File: config.mk
export PLATFORM = sky130hd
export DESIGN_NAME = address_query_splitter_decoder_top
export DESIGN_NICKNAME = d
export VERILOG_FILES = /design/src/hdl/aqsd_pkg.sv /design/src/hdl/aqsd_step.sv /design/src/hdl/address_query_splitter_decoder_top.sv
export SDC_FILE = /design/constraint.sdc
export NUM_CORES = 1
export LEC_CHECK = 0
export ABC_AREA = 1
export BUFFER_PORTS_ARGS = -buffer_cell sky130_fd_sc_hd__buf_4
export CORE_ASPECT_RATIO = 1.25
export CORE_MARGIN = 1
export CORE_UTILIZATION = 55
export DETAILED_ROUTE_END_ITERATION = 6
export PLACE_DENSITY = 0.76
export SYNTH_ARGS = -nofsm -noshare
export SYNTH_HDL_FRONTEND = slang
export SYNTH_HIERARCHICAL = 1
export SYNTH_SLANG_ARGS = --single-unit
File: constraint.sdc
create_clock -name clock -period 5 [get_ports clock]
set_input_delay 1 -clock clock [delete_from_list [all_inputs] [get_ports clock]]
set_output_delay 1 -clock clock [all_outputs]
set_load 0.1 [all_outputs]
File: src/hdl/aqsd_pkg.sv
// shared types, character codes and helpers for the address query splitter
`default_nettype none
package aqsd_pkg;

   localparam int CharWidth = 8;

   localparam logic [CharWidth-1:0] CH_SLASH = 8'h2F;
   localparam logic [CharWidth-1:0] CH_QUEST = 8'h3F;
   localparam logic [CharWidth-1:0] CH_EQUAL = 8'h3D;
   localparam logic [CharWidth-1:0] CH_AMP   = 8'h26;
   localparam logic [CharWidth-1:0] CH_PLUS  = 8'h2B;
   localparam logic [CharWidth-1:0] CH_PCT   = 8'h25;
   localparam logic [CharWidth-1:0] CH_SPACE = 8'h20;

   typedef enum logic [1:0] {
      KIND_NAMESPACE = 2'd0,
      KIND_PATH      = 2'd1,
      KIND_FIELD     = 2'd2,
      KIND_VALUE     = 2'd3
   } part_kind_type;

   typedef enum logic [1:0] {
      STATUS_OK        = 2'd0,
      STATUS_EMPTY     = 2'd1,
      STATUS_NO_EQUALS = 2'd2,
      STATUS_BAD_ESC   = 2'd3
   } status_type;

   typedef enum logic [1:0] {
      ESC_NONE = 2'd0,
      ESC_PCT  = 2'd1,
      ESC_HIGH = 2'd2,
      ESC_RSVD = 2'd3
   } esc_type;

   typedef struct packed {
      part_kind_type phase;
      esc_type       escape_stage;
      logic [3:0]    high_nibble;
      logic          field_open;
      logic          bad_escape_seen;
   } parse_state_type;

   localparam parse_state_type STATE_RESET = '{
      phase:           KIND_NAMESPACE,
      escape_stage:    ESC_NONE,
      high_nibble:     4'd0,
      field_open:      1'b0,
      bad_escape_seen: 1'b0
   };

   typedef struct packed {
      logic [CharWidth-1:0] out_char;
      logic                 char_valid;
      part_kind_type        part_kind;
      logic                 part_end;
      logic                 done_res;
      status_type           status;
   } result_type;

   // {is_hex, value}
   function automatic logic [4:0] hex_decode(input logic [CharWidth-1:0] c);
      logic [4:0] r;
      r = 5'd0;
      if (c >= 8'h30 && c <= 8'h39)      r = {1'b1, 4'(c - 8'h30)};
      else if (c >= 8'h41 && c <= 8'h46) r = {1'b1, 4'(c - 8'h41 + 8'd10)};
      else if (c >= 8'h61 && c <= 8'h66) r = {1'b1, 4'(c - 8'h61 + 8'd10)};
      return r;
   endfunction

endpackage
`default_nettype wire

File: src/hdl/aqsd_step.sv
// next-state and result logic for one address byte
`default_nettype none
module aqsd_step (
   input  wire aqsd_pkg::parse_state_type              cur,
   input  wire logic [aqsd_pkg::CharWidth-1:0]         in_byte,
   input  wire logic                                   is_last,
   output aqsd_pkg::parse_state_type                   nxt,
   output aqsd_pkg::result_type                        res
);

   always_comb begin
      logic [aqsd_pkg::CharWidth-1:0] delim;
      logic [4:0]                     hx;

      nxt   = cur;
      res   = '0;
      res.part_kind = cur.phase;
      hx    = aqsd_pkg::hex_decode(in_byte);

      unique case (cur.phase)
         aqsd_pkg::KIND_NAMESPACE: delim = aqsd_pkg::CH_SLASH;
         aqsd_pkg::KIND_PATH:      delim = aqsd_pkg::CH_QUEST;
         aqsd_pkg::KIND_FIELD:     delim = aqsd_pkg::CH_EQUAL;
         default:                  delim = aqsd_pkg::CH_AMP;
      endcase

      if (in_byte == delim) begin
         // pending escape is cut off by the delimiter
         if (cur.escape_stage == aqsd_pkg::ESC_PCT || cur.escape_stage == aqsd_pkg::ESC_HIGH)
            nxt.bad_escape_seen = 1'b1;
         nxt.escape_stage = aqsd_pkg::ESC_NONE;
         nxt.high_nibble  = 4'd0;
         res.part_end     = 1'b1;
         unique case (cur.phase)
            aqsd_pkg::KIND_NAMESPACE: begin
               res.out_char   = aqsd_pkg::CH_SLASH;
               res.char_valid = 1'b1;
               nxt.phase      = aqsd_pkg::KIND_PATH;
            end
            aqsd_pkg::KIND_FIELD: begin
               nxt.phase = aqsd_pkg::KIND_VALUE;
            end
            default: begin
               nxt.phase      = aqsd_pkg::KIND_FIELD;
               nxt.field_open = 1'b0;
            end
         endcase
      end else begin
         if (cur.phase == aqsd_pkg::KIND_FIELD)
            nxt.field_open = 1'b1;
         case (cur.escape_stage)
            aqsd_pkg::ESC_PCT: begin
               if (hx[4]) begin
                  nxt.high_nibble  = hx[3:0];
                  nxt.escape_stage = aqsd_pkg::ESC_HIGH;
               end else begin
                  nxt.bad_escape_seen = 1'b1;
                  nxt.escape_stage    = aqsd_pkg::ESC_NONE;
               end
            end
            aqsd_pkg::ESC_HIGH: begin
               if (hx[4]) begin
                  res.out_char   = {cur.high_nibble, hx[3:0]};
                  res.char_valid = 1'b1;
               end else begin
                  nxt.bad_escape_seen = 1'b1;
               end
               nxt.escape_stage = aqsd_pkg::ESC_NONE;
               nxt.high_nibble  = 4'd0;
            end
            default: begin
               if (in_byte == aqsd_pkg::CH_PCT) begin
                  nxt.escape_stage = aqsd_pkg::ESC_PCT;
               end else if (in_byte == aqsd_pkg::CH_PLUS) begin
                  res.out_char   = aqsd_pkg::CH_SPACE;
                  res.char_valid = 1'b1;
               end else begin
                  res.out_char   = in_byte;
                  res.char_valid = 1'b1;
               end
            end
         endcase
      end

      if (is_last) begin
         res.done_res = 1'b1;
         if (nxt.phase == aqsd_pkg::KIND_NAMESPACE)
            res.status = aqsd_pkg::STATUS_EMPTY;
         else if (nxt.phase == aqsd_pkg::KIND_FIELD && nxt.field_open)
            res.status = aqsd_pkg::STATUS_NO_EQUALS;
         else if (nxt.bad_escape_seen || nxt.escape_stage == aqsd_pkg::ESC_PCT
                  || nxt.escape_stage == aqsd_pkg::ESC_HIGH)
            res.status = aqsd_pkg::STATUS_BAD_ESC;
         else
            res.status = aqsd_pkg::STATUS_OK;
         nxt = aqsd_pkg::STATE_RESET;
      end
   end

endmodule
`default_nettype wire

File: src/hdl/address_query_splitter_decoder_top.sv
// top level of the address splitter and url decoder: input stage, step logic, result stage
// an accepted item passes through the input register and then the result register;
// rsp_valid rises once the item has moved from the input stage into the result stage
// throughput: one item per cycle while rsp_ready stays high, as the parser state updates once per item
// the input stage takes a new item while a result waits, provided the input stage is empty
// reset: synchronous, active high; clears stage valids and returns the parser to the namespace
// phase with no escape pending and all flags cleared
`default_nettype none
module address_query_splitter_decoder_top (
   input  wire logic                             clock,
   input  wire logic                             reset,
   input  wire logic                             req_valid,
   output logic                                  req_ready,
   input  wire logic [aqsd_pkg::CharWidth-1:0]   req_in_byte,
   input  wire logic                             req_is_last,
   output logic                                  rsp_valid,
   input  wire logic                             rsp_ready,
   output logic      [aqsd_pkg::CharWidth-1:0]   rsp_out_char,
   output logic                                  rsp_char_valid,
   output logic      [1:0]                       rsp_part_kind,
   output logic                                  rsp_part_end,
   output logic                                  rsp_done_res,
   output logic      [1:0]                       rsp_status
);

   // input stage
   logic                           in_valid_ff, in_valid_in;
   logic [aqsd_pkg::CharWidth-1:0] in_byte_ff;
   logic                           in_last_ff;

   // parser state, updated when an item moves into the result stage
   aqsd_pkg::parse_state_type state_ff, state_in;

   // result stage
   logic                 out_valid_ff, out_valid_in;
   aqsd_pkg::result_type out_ff, res_in;

   logic out_load;  // input stage item moves to result stage

   assign out_load    = in_valid_ff && (!out_valid_ff || rsp_ready);
   assign req_ready   = !in_valid_ff || out_load;
   assign in_valid_in = (req_valid && req_ready) || (in_valid_ff && !out_load);
   assign out_valid_in = out_load || (out_valid_ff && !rsp_ready);

   aqsd_step u_step (
      .cur     (state_ff),
      .in_byte (in_byte_ff),
      .is_last (in_last_ff),
      .nxt     (state_in),
      .res     (res_in)
   );

   // control registers
   always_ff @(posedge clock) begin
      if (reset) begin
         in_valid_ff  <= 1'b0;
         out_valid_ff <= 1'b0;
         state_ff     <= aqsd_pkg::STATE_RESET;
      end else begin
         in_valid_ff  <= in_valid_in;
         out_valid_ff <= out_valid_in;
         if (out_load)
            state_ff <= state_in;
      end
   end

   // payload registers
   always_ff @(posedge clock) begin
      if (req_valid && req_ready) begin
         in_byte_ff <= req_in_byte;
         in_last_ff <= req_is_last;
      end
      if (out_load)
         out_ff <= res_in;
   end

   assign rsp_valid      = out_valid_ff;
   assign rsp_out_char   = out_ff.out_char;
   assign rsp_char_valid = out_ff.char_valid;
   assign rsp_part_kind  = out_ff.part_kind;
   assign rsp_part_end   = out_ff.part_end;
   assign rsp_done_res   = out_ff.done_res;
   assign rsp_status     = out_ff.status;

   // a last item leaves the parser back in its reset state
   a_last_resets: assert property (@(posedge clock) disable iff (reset)
      out_load && in_last_ff |=> state_ff == aqsd_pkg::STATE_RESET)
      else $error("parser state not cleared after last item");

   // status only carries meaning on the closing item
   a_status_only_done: assert property (@(posedge clock) disable iff (reset)
      rsp_valid && !rsp_done_res |-> rsp_status == aqsd_pkg::STATUS_OK)
      else $error("status set without done");

   // only the slash that opens the path both closes a part and carries a character
   a_end_with_char: assert property (@(posedge clock) disable iff (reset)
      rsp_valid && rsp_part_end && rsp_char_valid |->
         rsp_part_kind == aqsd_pkg::KIND_NAMESPACE && rsp_out_char == aqsd_pkg::CH_SLASH)
      else $error("part end with character outside namespace close");

   // no character means a zero character
   a_char_zero: assert property (@(posedge clock) disable iff (reset)
      rsp_valid && !rsp_char_valid |-> rsp_out_char == '0)
      else $error("out_char nonzero without char_valid");

endmodule
`default_nettype wire
==> results of run 1 <==
## power by group through the flow
stage	sequential (W)	clock [W]	combinational, W
after floorplan	0.000406	0	0.0000869
after global placement	0.000363	0	0.000160
after detailed placement	0.000363	0	0.000163
after CTS	0.000357	0.000214	0.000163
after global routing	0.000359	0.000223	0.000178
final	0.000356	0.000208	0.000164
## flip-flops by register name (all words and copies together) (netlist names)
| signal | count |
|---|---|
| rsp_part_end | 1 |
| rsp_done_res | 1 |
| rsp_char_valid | 1 |
| in_last_ff | 1 |
| rsp_valid | 1 |
| rsp_part_kind | 2 |
| rsp_out_char | 8 |
| rsp_status | 2 |
| in_byte_ff | 8 |
| state_ff | 10 |
| in_valid_ff | 1 |
## through the flow
stage                     instances  power [W]  util (%)
after CTS                       348   0.000734      65.7
after global routing            348   0.000760      65.7
after detailed placement        340   0.000526      63.3
final                           348   0.000728      65.7
after floorplan                 266   0.000493         -
after global placement          340   0.000523      63.3
## area by class of cell
class / count / share of cell area, %
well taps: 54 / 2.72
inverters: 41 / 6.19
multi-input cells: 179 / 39.7
repair buffers: 30 / 9.06
flip-flops and latches: 36 / 38.7
clock buffers: 8 / 3.63
## routing by layer
| layer | vias to the layer above | track usage [%] |
|---|---|---|
| met5 | - | 0 |
| met4 | 0 | 14.3 |
| met3 | 10 | 5.88 |
| met2 | 52 | 36.0 |
| met1 | 849 | 25.3 |
| li1 | 931 | - |
## path summary, 6_finish.rpt
| path | start | end | cells after the start |
|---|---|---|---|
| worst max-delay path | in_valid_ff | req_ready | 2 |
| worst min-delay path | state_ff[8] | rsp_part_kind[0] | 0 |
| worst max register to register | state_ff[9] | rsp_status[0] | 11 |
| worst min register to register | state_ff[8] | rsp_part_kind[0] | 0 |
## cell families (layout without fill, tap and decap cells)
| kind of cell | count (synthesis) | count (layout) | share of synthesized area (%) |
|---|---|---|---|
| AO/OA/AOI/OAI | 48 | 48 | 12.8 |
| XOR/XNOR | 2 | 2 | 0.807 |
| adder cells (fa/ha/maj) | 8 | 8 | 4.61 |
| buffers and inverters | 51 | 79 | 10.3 |
| flip-flops | 36 | 36 | 44.2 |
| AND/OR/NAND/NOR | 121 | 121 | 27.2 |
## placed cells by master (no fill, tap or decap), drive strengths merged
cell type / n
a21oi: 29
a31oi: 4
a41oi: 1
buf: 30
clkbuf: 8
clkinv: 2
dfxtp: 12
edfxtp: 24
ha: 8
inv: 39
nand2: 58
nand3: 26
nand3b: 1
nand4: 1
nor2: 34
nor3: 1
o211ai: 6
o21ai: 6
o21bai: 1
o22ai: 1
xnor2: 1
xor2: 1
## worst max-delay path: cells and delay by family (launching register included)
family | cells | cell delay, ns
buf+inv | 1 | 0.31
flops | 1 | 0.89
simple gates | 1 | 0.26
==> run_results.csv, run 1 <==
group,metric,value,unit
outcome,status,"finished clean",
clocking,clk_latency,0.29,ns
route,vias,1842,
grt,antenna_found_initial,0,
placement,place_ws,2.42,ns
synth,synth_nets,287,
power,p_per_area,293,nW/um^2
setup_path,worstSetupPathType,"flip-flop to output pin",
synth,yosysWarnings,6,
clocking,cts_made_buffers,5,
power,comb_power_share,22.5,%
placement,dp_hpwl,3.13,mm
hold_path,hp-class,"flip-flop to flip-flop",
setup_path,end_kind,"output pin",
setup_path,cp.arrival,1.76,ns
sta,finalSetupTns,0,ns
route,routedWlPerCell,12.0,um
clocking,postCtsSetupRepairBufs,0,
setup_path,startpoint_type,"flip-flop",
clocking,htreeDepth,2,
run,cap_violations,0,
cells_and_area,n_antenna_cell,0,
power,ir_drop,0.225,mV
grt,grt_max_degree,23,
power,p_int,0.000500,W
grt,grt-ovfl-total,0,
sta,tightest_slew,0.872,ns
floorplanning,fp-row-count,25,
placement,port_buffers,29,
setup_path,slowest_stage,"dfxtp_1",
clocking,cts_tree,"done",
placement,dpl_cell_area,2390,um^2
synth,synth_seq_cells,36,
route,wl_met2,2.08,mm
floorplanning,core_area,3780,um^2
synth,netlist_area,2170,um^2
floorplanning,ioPinCount,30,
sta,fin_crit_sh,55.1,%
sta,clock_skew,0.00602,ns
synth,syn_inst,266,
clocking,cts_sinks,36,
sta,fin_crit,2.76,ns
sta,relSlewSlack,41.8,%
cells_and_area,final_layout_size_suffix_gt1_share,20.7,%
power,clkPwrFrac,28.5,%
sta,layout_setup_ws,2.24,ns
sta,rsz0062_at_grt,"false",
route,wirelength,4.16,mm
cells_and_area,multi_input_area,987,um^2
floorplanning,fp.dieH,72.3,um
clocking,clk_pin_slew_worst_paths,0.07,ns
setup_path,crit_chain,"nand3_1 > buf_4",
grt,grt_pass1_vias,1647,
sta,drv_slew,0,
setup_path,slowest_delay,0.89,ns
route,dr.pass1.iters,4,
route,viasPerCell,5.29,
cells_and_area,register_area,961,um^2
sta,setup_violations,0,
sta,whs,0.514,ns
route,highest_layer,"met4",
power,pwr-share-seq,49.0,%
power,p_switching,0.000228,W
power,swShare,31.3,%
synth,synthFlopType,"edfxtp_1",
cells_and_area,stdcell_area,2480,um^2
route,wl_met3,160,um
cells_and_area,syn_to_final_growth,14.4,%
clocking,cts-root-buf,"clkbuf_8",
clocking,cts_hold_buffers,0,
route,route.layer.met1.wl,1.77,mm
grt,grt_pass1_wl,6.84,mm
synth,synth_area_per_cell,8.17,um^2
setup_path,r2r_slack,2.77,ns
floorplanning,start_util,57.4,%
placement,place_congestion,0.877,
synth,ys_top_cells_by_area,"edfxtp_1 (33%), dfxtp_1 (11%), nand2_1 (9.3%)",
grt,grt_usage,22.1,%
floorplanning,die_width,58.2,um
synth,synth_edf_count,24,
route,route.detailed.drc,0,
synth,synth_top_area_share,33.2,%
synth,yosysMostFrequentCell,"nand2_1",
synth,synth_cell_types,31,
synth,synthTopCellsByCount,"nand2_1 (54), inv_1 (34), nor2_1 (32)",
synth,yosys.area.top_type,"edfxtp_1",
floorplanning,die_area,4210,um^2
sta,final_hold_viol_count,0,
setup_path,critPathMaxFanout,22,
route,postRouteAntennaNets,0,
sta,fmaxAchievable,0.363,GHz
clocking,cts.repair.resized,0,
synth,async_reset_ff_share,0,%
setup_path,worstPathRequired,4.00,ns
cells_and_area,nFillCells,330,
synth,synth_seq_area_share,44.2,%
power,leakage,1.08,nW
cells_and_area,final_nets,314,
clocking,clk_path_buf_depth,2,
route,drt_iter0_drc,38,
(Power assumes the default switching activity.)
==> run 2, diff against run 1 <==
--- a/config.mk
+++ b/config.mk
@@ -9,9 +9,9 @@
 export BUFFER_PORTS_ARGS = -buffer_cell sky130_fd_sc_hd__buf_4
 export CORE_ASPECT_RATIO = 1.25
 export CORE_MARGIN = 1
-export CORE_UTILIZATION = 55
+export CORE_UTILIZATION = 52
 export DETAILED_ROUTE_END_ITERATION = 6
-export PLACE_DENSITY = 0.76
+export PLACE_DENSITY = 0.75
 export SYNTH_ARGS = -nofsm -noshare
 export SYNTH_HDL_FRONTEND = slang
 export SYNTH_HIERARCHICAL = 1
==> constraint.sdc (replaced) <==
create_clock -name clock -period 2.38 [get_ports clock]
set_input_delay 0.476 -clock clock [delete_from_list [all_inputs] [get_ports clock]]
set_output_delay 0.476 -clock clock [all_outputs]
set_load 0.1 [all_outputs]
==> run_results.csv, run 2 (same netlist as run 1, synthesis figures left out) <==
group,metric,value,unit
clocking,cts-root-buf,"clkbuf_8",
route,dr.pass1.iters,5,
setup_path,critPathMaxFanout,19,
outcome,status,"finished clean",
setup_path,reg2reg_depth,11,
hold_path,hp-class,"primary input to flip-flop",
grt,use_met3,3.65,%
floorplanning,ioPinCount,30,
placement,port_buffers,29,
floorplanning,die_width,59.8,um
clocking,postCtsSetupRepairBufs,0,
cells_and_area,final_layout_size_suffix_gt1_share,21.3,%
setup_path,end_kind,"flip-flop",
route,viasPerCell,5.15,
clocking,cts_hold_buffers,0,
setup_path,critical_path_buf_inv_count,1,
setup_path,worst-path-stages,11,
grt,grt_max_degree,22,
placement,place_congestion,0.863,
setup_path,worstSetupPathType,"flip-flop to flip-flop",
setup_path,slowest_stage,"dfxtp_1",
sta,setup_violations,0,
grt,grtUsageMet2,36.3,%
setup_path,startpoint_type,"flip-flop",
floorplanning,start_util,56.0,%
clocking,clk_pin_slew_worst_paths,0.07,ns
sta,clock_skew,0.00575,ns
sta,fmaxAchievable,0.454,GHz
cells_and_area,final_cell_mix,"nand2_1 (54), inv_1 (34), nor2_1 (32), buf_4 (32), a21oi_1 (26)",
grt,grt_pass1_wl,7.16,mm
route,postRouteAntennaNets,0,
floorplanning,die_area,4440,um^2
cells_and_area,largest_reg_flops,10,
route,vias,1804,
sta,final_hold_viol_count,0,
cells_and_area,layout_commonest_cell,"nand2_1",
setup_path,cp.arrival,2.25,ns
cells_and_area,n_antenna_cell,0,
grt,grt_pass1_vias,1721,
clocking,cts_made_buffers,5,
floorplanning,fp.dieH,74.3,um
cells_and_area,postLayoutCoreUtil,64.3,%
placement,dp_cells,342,
cells_and_area,top_register,"state_ff",
grt,gr-max-usage-layer,"met2",
route,wirelength,4.19,mm
setup_path,slowest_delay,0.42,ns
sta,finalSetupTns,0,ns
grt,use_met1,25.3,%
sta,rsz0062_at_grt,"false",
clocking,cts_tree,"done",
grt,antenna_found_initial,0,
clocking,cts.repair.resized,0,
route,routedWlPerCell,12.0,um
clocking,clk_latency,0.29,ns
setup_path,cp_common_cell,"nand2_1",
route,drt_iter0_drc,81,
setup_path,cpLargestDelayFamily,"simple AND/OR/NAND/NOR gates",
setup_path,crit_chain,"inv_1 > ha_1 > nand3b_1 > nand2_1 > nand3_4 > nor2_8 > a21oi_2 > nor2_1 > nand2_1 > nand2_1 > a21oi_2",
power,leakage,1.08,nW
setup_path,r2r-start,"state_ff[9]",
setup_path,startpoint,"state_ff[9]",
sta,tightest_slew,0.470,ns
cells_and_area,instances_no_fill,350,
sta,relSlewSlack,68.5,%
cells_and_area,syn_to_final_growth,14.9,%
sta,drv_slew,0,
floorplanning,fp-row-count,25,
sta,fin_crit_sh,92.5,%
power,p_per_area,602,nW/um^2
cells_and_area,register_area,961,um^2
cells_and_area,final_nets,316,
clocking,cts_sinks,36,
power,ir_drop,0.390,mV
setup_path,worstPathRequired,2.42,ns
hold_path,min_from,"reset",
route,route.detailed.drc,0,
grt,grt_usage,21.7,%
hold_path,holdPathStages,2,
grt,grt-ovfl-total,0,
sta,fin_crit,2.20,ns
cells_and_area,nFillCells,367,
placement,dp_hpwl,3.23,mm
clocking,clk_path_buf_depth,2,
clocking,htreeDepth,2,
floorplanning,core_area,3880,um^2
run,cap_violations,0,
cells_and_area,multi_input_area,992,um^2
run 2: cell count changes in the layout (fill, tap and decap cells not counted):
cell and delta:
buf_4 +2, nand3_2 +1, clkinv_1 +1, nand3_1 -1
clkbuf_8 -1
run 2: final timing paths:
check / to / slack, ns
worst max-delay path: rsp_status[0] / 0.18
worst min-delay path: in_valid_ff / 0.36
worst max register to register: rsp_status[0] / 0.18
worst min register to register: rsp_part_kind[0] / 0.50
run 2: cell type report:
class	count	area share (%)
multi-input cells	179	39.8
flip-flops and latches	36	38.5
repair buffers	32	9.63
inverters	41	6.17
clock buffers	7	3.06
well taps	54	2.71
clock inverters	1	0.150
run 2: metrics by stage:
| stage | hold WS [ns] | area [um^2] | total power [W] | worst slack [ns] |
|---|---|---|---|---|
| after floorplan | 0.468 | 2180 | 0.00104 | 0.0863 |
| after CTS | 0.345 | 2490 | 0.00151 | 0.200 |
| final | 0.357 | 2490 | 0.00150 | 0.178 |
| after global routing | 0.351 | 2490 | 0.00157 | 0.0346 |
| after global placement | 0.483 | 2410 | 0.00111 | 0.266 |
| after detailed placement | 0.492 | 2410 | 0.00111 | 0.215 |
run 2: power breakdown:
group | switching, W | leakage, nW | internal (W)
Sequential | 0.0000319 | 0.329 | 0.000711
Combinational | 0.000249 | 0.714 | 0.000106
Clock | 0.000201 | 0.0399 | 0.000203
Total | 0.000481 | 1.08 | 0.00102
run 2: routing by layer:
| metal | vias to the layer above | share of wire, % |
|---|---|---|
| li1 | 932 | - |
| met5 | - | 0 |
| met1 | 811 | 44 |
| met4 | 0 | 3.8 |
| met2 | 47 | 49 |
| met3 | 14 | 3.1 |
run 2: worst register-to-register path, cell delays in order, from the launching register on:
cell	delay (ns)
dfxtp_1	0.42
inv_1	0.07
ha_1	0.29
nand3b_1	0.18
nand2_1	0.12
nand3_4	0.25
nor2_8	0.22
a21oi_2	0.06
nor2_1	0.14
nand2_1	0.08
nand2_1	0.08
a21oi_2	0.05
==> run 3, diff against run 2 <==
--- a/config.mk
+++ b/config.mk
@@ -8,7 +8,7 @@
 export ABC_AREA = 1
 export BUFFER_PORTS_ARGS = -buffer_cell sky130_fd_sc_hd__buf_4
 export CORE_ASPECT_RATIO = 1.25
-export CORE_MARGIN = 1
+export CORE_MARGIN = 8
 export CORE_UTILIZATION = 52
 export DETAILED_ROUTE_END_ITERATION = 6
 export PLACE_DENSITY = 0.75
==> run_results.csv, run 3 (same netlist as run 1, synthesis figures left out) <==
group,metric,value,unit
outcome,status,"finished clean",
route,wirelength,4.45,mm
sta,drv_slew,0,
grt,grt_pass1_wl,7.40,mm
power,pwr-share-seq,49.3,%
floorplanning,die_area,6510,um^2
power,clkPwrFrac,27.1,%
floorplanning,ioPinCount,30,
power,p_switching,0.000483,W
sta,rsz0062_at_grt,"false",
clocking,clk_pin_slew_worst_paths,0.07,ns
setup_path,startpoint,"state_ff[9]",
power,swShare,32.1,%
setup_path,worstSetupPathType,"flip-flop to flip-flop",
clocking,cts_hold_buffers,0,
clocking,cts_sinks,36,
route,vias,1816,
setup_path,worstPathRequired,2.42,ns
floorplanning,fp-row-count,26,
sta,fmaxAchievable,0.459,GHz
grt,grt-ovfl-total,0,
clocking,cts-root-buf,"clkbuf_8",
floorplanning,start_util,53.4,%
cells_and_area,syn_to_final_growth,14.7,%
cells_and_area,final_cell_mix,"nand2_1 (54), inv_1 (34), nor2_1 (32)",
clocking,clk_latency,0.28,ns
clocking,cts_tree,"done",
setup_path,r2r-start,"state_ff[9]",
route,routedWlPerCell,12.7,um
power,comb_power_share,23.5,%
cells_and_area,largest_reg_flops,10,
setup_path,cp.arrival,2.21,ns
placement,dp_hpwl,3.42,mm
run,cap_violations,0,
floorplanning,core_area,4070,um^2
floorplanning,fp.dieH,88.3,um
sta,clock_skew,0.00687,ns
setup_path,end_kind,"flip-flop",
sta,fin_crit,2.18,ns
placement,place_congestion,0.875,
sta,final_hold_viol_count,0,
power,ir_drop,0.339,mV
clocking,cts_made_buffers,5,
cells_and_area,final_layout_size_suffix_gt1_share,21.4,%
cells_and_area,top_register,"state_ff",
sta,tightest_slew,0.475,ns
floorplanning,die_width,73.8,um
route,route.detailed.drc,0,
cells_and_area,n_antenna_cell,0,
setup_path,critPathMaxFanout,19,
power,p_per_area,603,nW/um^2
cells_and_area,layout_commonest_cell,"nand2_1",
grt,grt_usage,14.6,%
route,postRouteAntennaNets,0,
sta,fin_crit_sh,91.5,%
sta,setup_violations,0,
grt,antenna_found_initial,0,
placement,dpl_cell_area,2410,um^2
cells_and_area,stdcell_area,2490,um^2
grt,grt_max_degree,23,
clocking,htreeDepth,2,
route,viasPerCell,5.17,
power,leakage,1.08,nW
clocking,clk_path_buf_depth,2,
route,dr.pass1.iters,4,
grt,grt_pass1_vias,1702,
placement,port_buffers,29,
sta,finalSetupTns,0,ns
sta,relSlewSlack,68.2,%
setup_path,startpoint_type,"flip-flop",
hold_path,min_from,"reset",
cells_and_area,final_nets,315,
route,drt_iter0_drc,124,
hold_path,hp-class,"primary input to flip-flop",
power,p_int,0.00102,W
run 3: cell count changes in the layout (fill, tap and decap cells not counted):
cell and change:
clkinv_1 -1, buf_4 -1, clkinv_2 +1
run 3: critical path, cell delays in order (launching register included):
cell and delay [ns]:
dfxtp_1 0.44, inv_1 0.07, ha_1 0.29, nand3b_1 0.18
nand2_1 0.11, nand3_4 0.23, nor2_8 0.22, a21oi_2 0.06
nor2_1 0.13, nand2_1 0.06, nand2_1 0.08, a21oi_2 0.05
run 3: final timing paths:
check | end | slack, ns | cells after the start
hold reg to reg | rsp_part_kind[0] | 0.51 | 0
setup reg to reg | rsp_status[0] | 0.20 | 11
setup / recovery | rsp_status[0] | 0.20 | 11
hold / removal | rsp_valid | 0.36 | 2
run 3: per-stage QoR:
stage | setup slack (ns) | total power (W) | hold slack (ns) | instances | utilization [%]
6_report | 0.203 | 0.00150 | 0.356 | 351 | 61.3
5_1_grt | 0.0109 | 0.00157 | 0.353 | 351 | 61.3
4_1_cts | 0.203 | 0.00151 | 0.348 | 351 | 61.3
3_5_place_dp | 0.219 | 0.00111 | 0.488 | 343 | 59.3
3_3_place_gp | 0.260 | 0.00110 | 0.484 | 343 | 59.3
2_1_floorplan | 0.0863 | 0.00104 | 0.468 | 266 | -
run 3: routing by layer:
layer  global-route usage [%]  wire, um
met1                     16.7      2000
met2                     24.0      2090
met5                        0         0
met3                     3.29       199
met4                     9.47       155
run 3: area by class of cell:
cell class                 count  area [um^2]
multi-input combinational    179          992
timing repair buffer          31          233
clock buffer                   7         76.3
tap                           56         70.1
sequential                    36          961
fill                         374         1580
clock inverter                 1         5.00
inverter                      41          154
run 3: power groups by stage:
stage               registers, W  clock network [W]  logic, W
floorplan               0.000853                  0  0.000183
global placement        0.000755                  0  0.000348
detailed placement      0.000756                  0  0.000353
CTS                     0.000742           0.000417  0.000354
global route            0.000747           0.000443  0.000384
finish                  0.000742           0.000408  0.000354
run 3: what timing repair did:
item | CTS | global route
buffers inserted | 0 | 0
resized for setup | 0 | 0
endpoints found under the setup margin | 0 | 1
hold endpoints to repair | 0 | 0
